--- src/rtl/core/assert_macros.svh ---
// Assertion macros for the RTL files; the queue includes them.
`ifndef ASSERT_MACROS_SVH
`define ASSERT_MACROS_SVH

// Property must hold at every clock edge outside reset.
`define SMM_ASSERT(name, clk, rst_n, prop) \
    name: assert property (@(posedge clk) disable iff (!rst_n) (prop)) \
        else $error("%m: assertion failed");

// Condition must never be true outside reset.
`define SMM_NEVER(name, clk, rst_n, cond) \
    name: assert property (@(posedge clk) disable iff (!rst_n) !(cond)) \
        else $error("%m: forbidden condition seen");

`endif

--- src/rtl/core/smm_pkg.sv ---
// Shared codes and types of the segmented memory manager.
package smm_pkg;

    localparam logic [2:0] CMD_MAP      = 3'd0;
    localparam logic [2:0] CMD_UNMAP    = 3'd1;
    localparam logic [2:0] CMD_LOAD     = 3'd2;
    localparam logic [2:0] CMD_STORE    = 3'd3;
    localparam logic [2:0] CMD_LOADPROG = 3'd4;
    localparam logic [2:0] CMD_LENGTH   = 3'd5;

    localparam logic [2:0] ST_OK       = 3'd0;
    localparam logic [2:0] ST_FULL     = 3'd1;
    localparam logic [2:0] ST_UNMAPPED = 3'd2;
    localparam logic [2:0] ST_OFFSET   = 3'd3;
    localparam logic [2:0] ST_LENGTH   = 3'd4;

    localparam int QUEUE_DEPTH = 4;

    typedef enum logic [2:0] {
        OP_RESP,
        OP_LOAD,
        OP_STORE,
        OP_FILL,
        OP_COPY
    } op_kind_t;

    typedef struct packed {
        logic [31:0] data;
        logic [2:0]  status;
    } rsp_t;

endpackage

--- src/rtl/core/smm_queue.sv ---
// Short queue of issued operations between front and back end.
`include "assert_macros.svh"

module smm_queue #(
    parameter int WIDTH = 64
) (
    input  logic             aclk,
    input  logic             aresetn,
    input  logic             push,
    input  logic [WIDTH-1:0] push_data,
    output logic             full,
    input  logic             pop,
    output logic [WIDTH-1:0] pop_data,
    output logic             empty
);

    localparam int PTR_W = $clog2(smm_pkg::QUEUE_DEPTH);
    localparam int CNT_W = $clog2(smm_pkg::QUEUE_DEPTH + 1);

    logic [WIDTH-1:0] entry_reg [smm_pkg::QUEUE_DEPTH];
    logic [PTR_W-1:0] wr_ptr_reg, rd_ptr_reg;
    logic [CNT_W-1:0] count_reg, count_next;

    assign full     = (count_reg == CNT_W'(smm_pkg::QUEUE_DEPTH));
    assign empty    = (count_reg == '0);
    assign pop_data = entry_reg[rd_ptr_reg];

    always_comb begin
        count_next = count_reg;
        if (push && !pop) count_next = count_reg + 1'b1;
        if (pop && !push) count_next = count_reg - 1'b1;
    end

    always_ff @(posedge aclk) begin
        if (!aresetn) begin
            wr_ptr_reg <= '0;
            rd_ptr_reg <= '0;
            count_reg  <= '0;
        end else begin
            count_reg <= count_next;
            if (push) wr_ptr_reg <= wr_ptr_reg + 1'b1;
            if (pop) rd_ptr_reg <= rd_ptr_reg + 1'b1;
        end
        if (push) entry_reg[wr_ptr_reg] <= push_data;
    end

    `SMM_NEVER(a_no_push_full, aclk, aresetn, push && full)
    `SMM_NEVER(a_no_pop_empty, aclk, aresetn, pop && empty)
    `SMM_ASSERT(a_count_bound, aclk, aresetn, count_reg <= CNT_W'(smm_pkg::QUEUE_DEPTH))

endmodule

--- config.mk ---
export PLATFORM = sky130hd
export DESIGN_NAME = smm_queue
export DESIGN_NICKNAME = d
export VERILOG_FILES = /design/src/rtl/core/smm_pkg.sv /design/src/rtl/core/smm_queue.sv
export VERILOG_INCLUDE_DIRS = /design/src /design/src/rtl/core
export SDC_FILE = /design/constraint.sdc
export NUM_CORES = 1
export LEC_CHECK = 0
export BUFFER_PORTS_ARGS = -buffer_cell sky130_fd_sc_hd__buf_2
export CORE_MARGIN = 2
export CORE_UTILIZATION = 30
export CTS_BUF_LIST = sky130_fd_sc_hd__clkbuf_8 sky130_fd_sc_hd__clkbuf_16
export DETAILED_ROUTE_END_ITERATION = 16
export GPL_ROUTABILITY_DRIVEN = 0
export PLACE_DENSITY_LB_ADDON = 0.3
export SKIP_LAST_GASP = 1
export SLEW_MARGIN = 20
export SYNTH_ARGS = -nofsm -noshare
export SYNTH_HDL_FRONTEND = slang
export SYNTH_SLANG_ARGS = --single-unit
--- constraint.sdc ---
create_clock -name aclk -period 5.6 [get_ports aclk]
set_clock_uncertainty 0.1 [all_clocks]
set_input_delay 1.4 -clock aclk [delete_from_list [all_inputs] [get_ports aclk]]
set_output_delay 1.4 -clock aclk [all_outputs]
set_load 0.05 [all_outputs]
==> flow_summary.json <==
{
  "cts_tree": "done",
  "largest_register_ffs": 256,
  "timing.final.crit_period_ps": 4010,
  "globalRouteOverflowTotal": 0,
  "grt_antenna_before_repair": 0,
  "critical_path_class": "reg2out",
  "die_w_um": 184,
  "max-slew-margin-rel_pct": 29.5,
  "place_hpwl_um": 10300,
  "ys_seq_area_share_pct": 80.6,
  "avgSynthCellArea_um2": 25.7,
  "yosys.area.top_type": "edfxtp_1",
  "p_sw_w": 0.00118,
  "cp_slowest_cell": "dfxtp_4",
  "grt_start_max_net_pins": 65,
  "io-pin-count": 134,
  "root_buffer": "clkbuf_16",
  "hold_viol_final": 0,
  "p_clk_share_pct": 36.6,
  "synth_cell_types": 22,
  "syn_inst": 380,
  "fin_tns_setup_ps": 0,
  "ant_nets": 0,
  "hold_end": "count_reg[2]",
  "arrival_ps": 2510,
  "grt_pass1_wl_um": 28000,
  "worstHoldPathType": "reg2reg",
  "ys_ff_latch": 265,
  "pwr-share-seq_pct": 50.0,
  "dieArea_mm2": 0.0340,
  "crit_fanout": 25,
  "cts_buffers": 27,
  "critical_path_buf_inv_count": 2,
  "via_per_inst": 4.38,
  "io_buffers": 133,
  "cp-end-kind": "output port",
  "crit_required_ps": 4100,
  "htreeDepth": 1,
  "ir_drop_v": 0.000211,
  "p_int_w": 0.00346,
  "placementRows": 66,
  "utilization_pct": 36.5,
  "synthTopCellsByArea": "edfxtp_1, mux4_2, dfxtp_1",
  "cts_setup_buffers": 0,
  "leakage_nw": 3.93,
  "fin_hold_ws_ps": 417,
  "grt_pass1_vias": 4875,
  "max_stage_delay_ps": 600,
  "outcome": "finished, final reports clean",
  "fill_cells": 2970,
  "reg2reg_setup_slack_ps": 3660,
  "first_pass_iters": 4,
  "multiInputGateArea_mm2": 0.00171,
  "post_drt_wl_per_cell_um": 18.5,
  "hold_start": "count_reg[2]",
  "holdPathStages": 2,
  "total_power_w": 0.00465,
  "nNetsFinal": 607,
  "vias": 4369,
  "tightest_slew_ps": 1060,
  "rsz0062_at_grt": "false",
  "r2r-end": "entry_reg[3][2]",
  "maxSlewViolCount": 0,
  "drive_gt1_share_pct": 43.9,
  "swShare_pct": 25.5,
  "cts_hold_buffers": 0,
  "syn_nets": 454,
  "detail_route.iter0.violations": 256,
  "reg2reg_from": "wr_ptr_reg[0]",
  "wirelength_um": 18500,
  "fin_crit_sh_pct": 71.7,
  "clk-insertion-delay-late_ps": 530,
  "path_delay_family": "buffers and inverters",
  "p_comb_share_pct": 13.4,
  "final_cell_mix": "edfxtp_1, buf_2, mux4_2, clkbuf_16, inv_1",
  "ys_warn_count": 0,
  "initial_utilization_pct": 30.2,
  "chipHeight_um": 184,
  "clk_pin_slew_worst_paths_ps": 60,
  "setup_violations": 0,
  "layout_commonest_cell": "edfxtp_1",
  "cp_cell_sequence": "buf_4 -> mux4_2 -> buf_2",
  "synth_top_cell_area_share_pct": 78.8,
  "rr_worst_depth": 2,
  "start_kind": "flop",
  "drc": 0,
  "cts_resized": 0,
  "cap_violations": 0,
  "core_region_area_mm2": 0.0323,
  "cts.sinks": 265,
  "register_area_mm2": 0.00788,
  "syn_area_mm2": 0.00976,
  "syn_to_final_growth_pct": 20.6,
  "power_density_mw_per_mm2": 395,
  "grt_usage_pct": 10.9,
  "fmax_mhz": 249,
  "clock_path_buffers": 3
}
-- cells by family (layout without fill, tap and decap cells) --
kind of cell,after synthesis,count (layout),share of synthesized area (%)
AOI/OAI and AO/OA,3,3,0.179
xor gates and xnor gates,5,5,0.449
adders and majority gates,6,6,0.846
buffers and inverters,20,194,1.94
DFF,265,265,80.6
muxes,65,65,15.0
other,0,1,0
and+or+nand+nor,16,16,0.962
-- how the worst max path moves through the flow --
stage,end,from,depth (start not counted),slack [ps]
after floorplan,entry_reg[0][0],push,1,2160
after global placement,pop_data[32],flop,3,2060
after detailed placement,pop_data[32],flop,3,2040
after CTS,pop_data[32],flop,3,1450
after global routing,pop_data[37],flop,3,1350
final,pop_data[32],flop,3,1590
-- layer usage --
layer	vias up	part of all wire, %	GRT usage [%]
li1	1925	-	-
met1	2308	41	13.4
met2	107	51	19.3
met3	29	5.5	2.57
met4	0	2.0	3.01
met5	-	0	0
-- power groups by stage --
stage                     logic (W)  registers (W)  clock network (W)
final                      0.000620        0.00232            0.00170
after CTS                  0.000627        0.00233            0.00176
after floorplan            0.000498        0.00234                  0
after global placement     0.000615        0.00236                  0
after global routing       0.000658        0.00233            0.00184
after detailed placement   0.000626        0.00237                  0
-- cell type report --
cell class                 count  share of cell area, %
clock buffer                  29                   5.97
tap                          442                   4.70
sequential                   265                   66.9
antenna                        1                 0.0213
clock inverter                21                   1.31
timing repair buffer         138                   6.36
inverter                       6                  0.191
multi-input combinational     95                   14.6
-- through the flow --
step	instances	setup WS (ps)	cell area, µm²
floorplan	380	2160	9760
global placement	943	2060	10800
detailed placement	943	2040	10800
CTS	993	1450	11700
global route	996	1350	11800
finish	997	1590	11800
-- cells in the mapped netlist (all sizes together) --
cell / count
and2: 10
buf: 13
edfxtp: 256
and3: 1
nand2: 2
mux4: 64
nor2b: 1
nor3: 1
clkbuf: 1
xor2: 3
or3: 1
ha: 5
fa: 1
o21ai: 2
dfxtp: 9
a21boi: 1
inv: 6
xnor2: 2
mux2i: 1
-- worst reg2reg max path: cells and delay by family (launching register included) --
kind,cells,cell delay (ps)
simple gates,1,840
fa+ha+maj,1,180
flops,1,400
No activity file was read; power rests on OpenSTA's default activity.
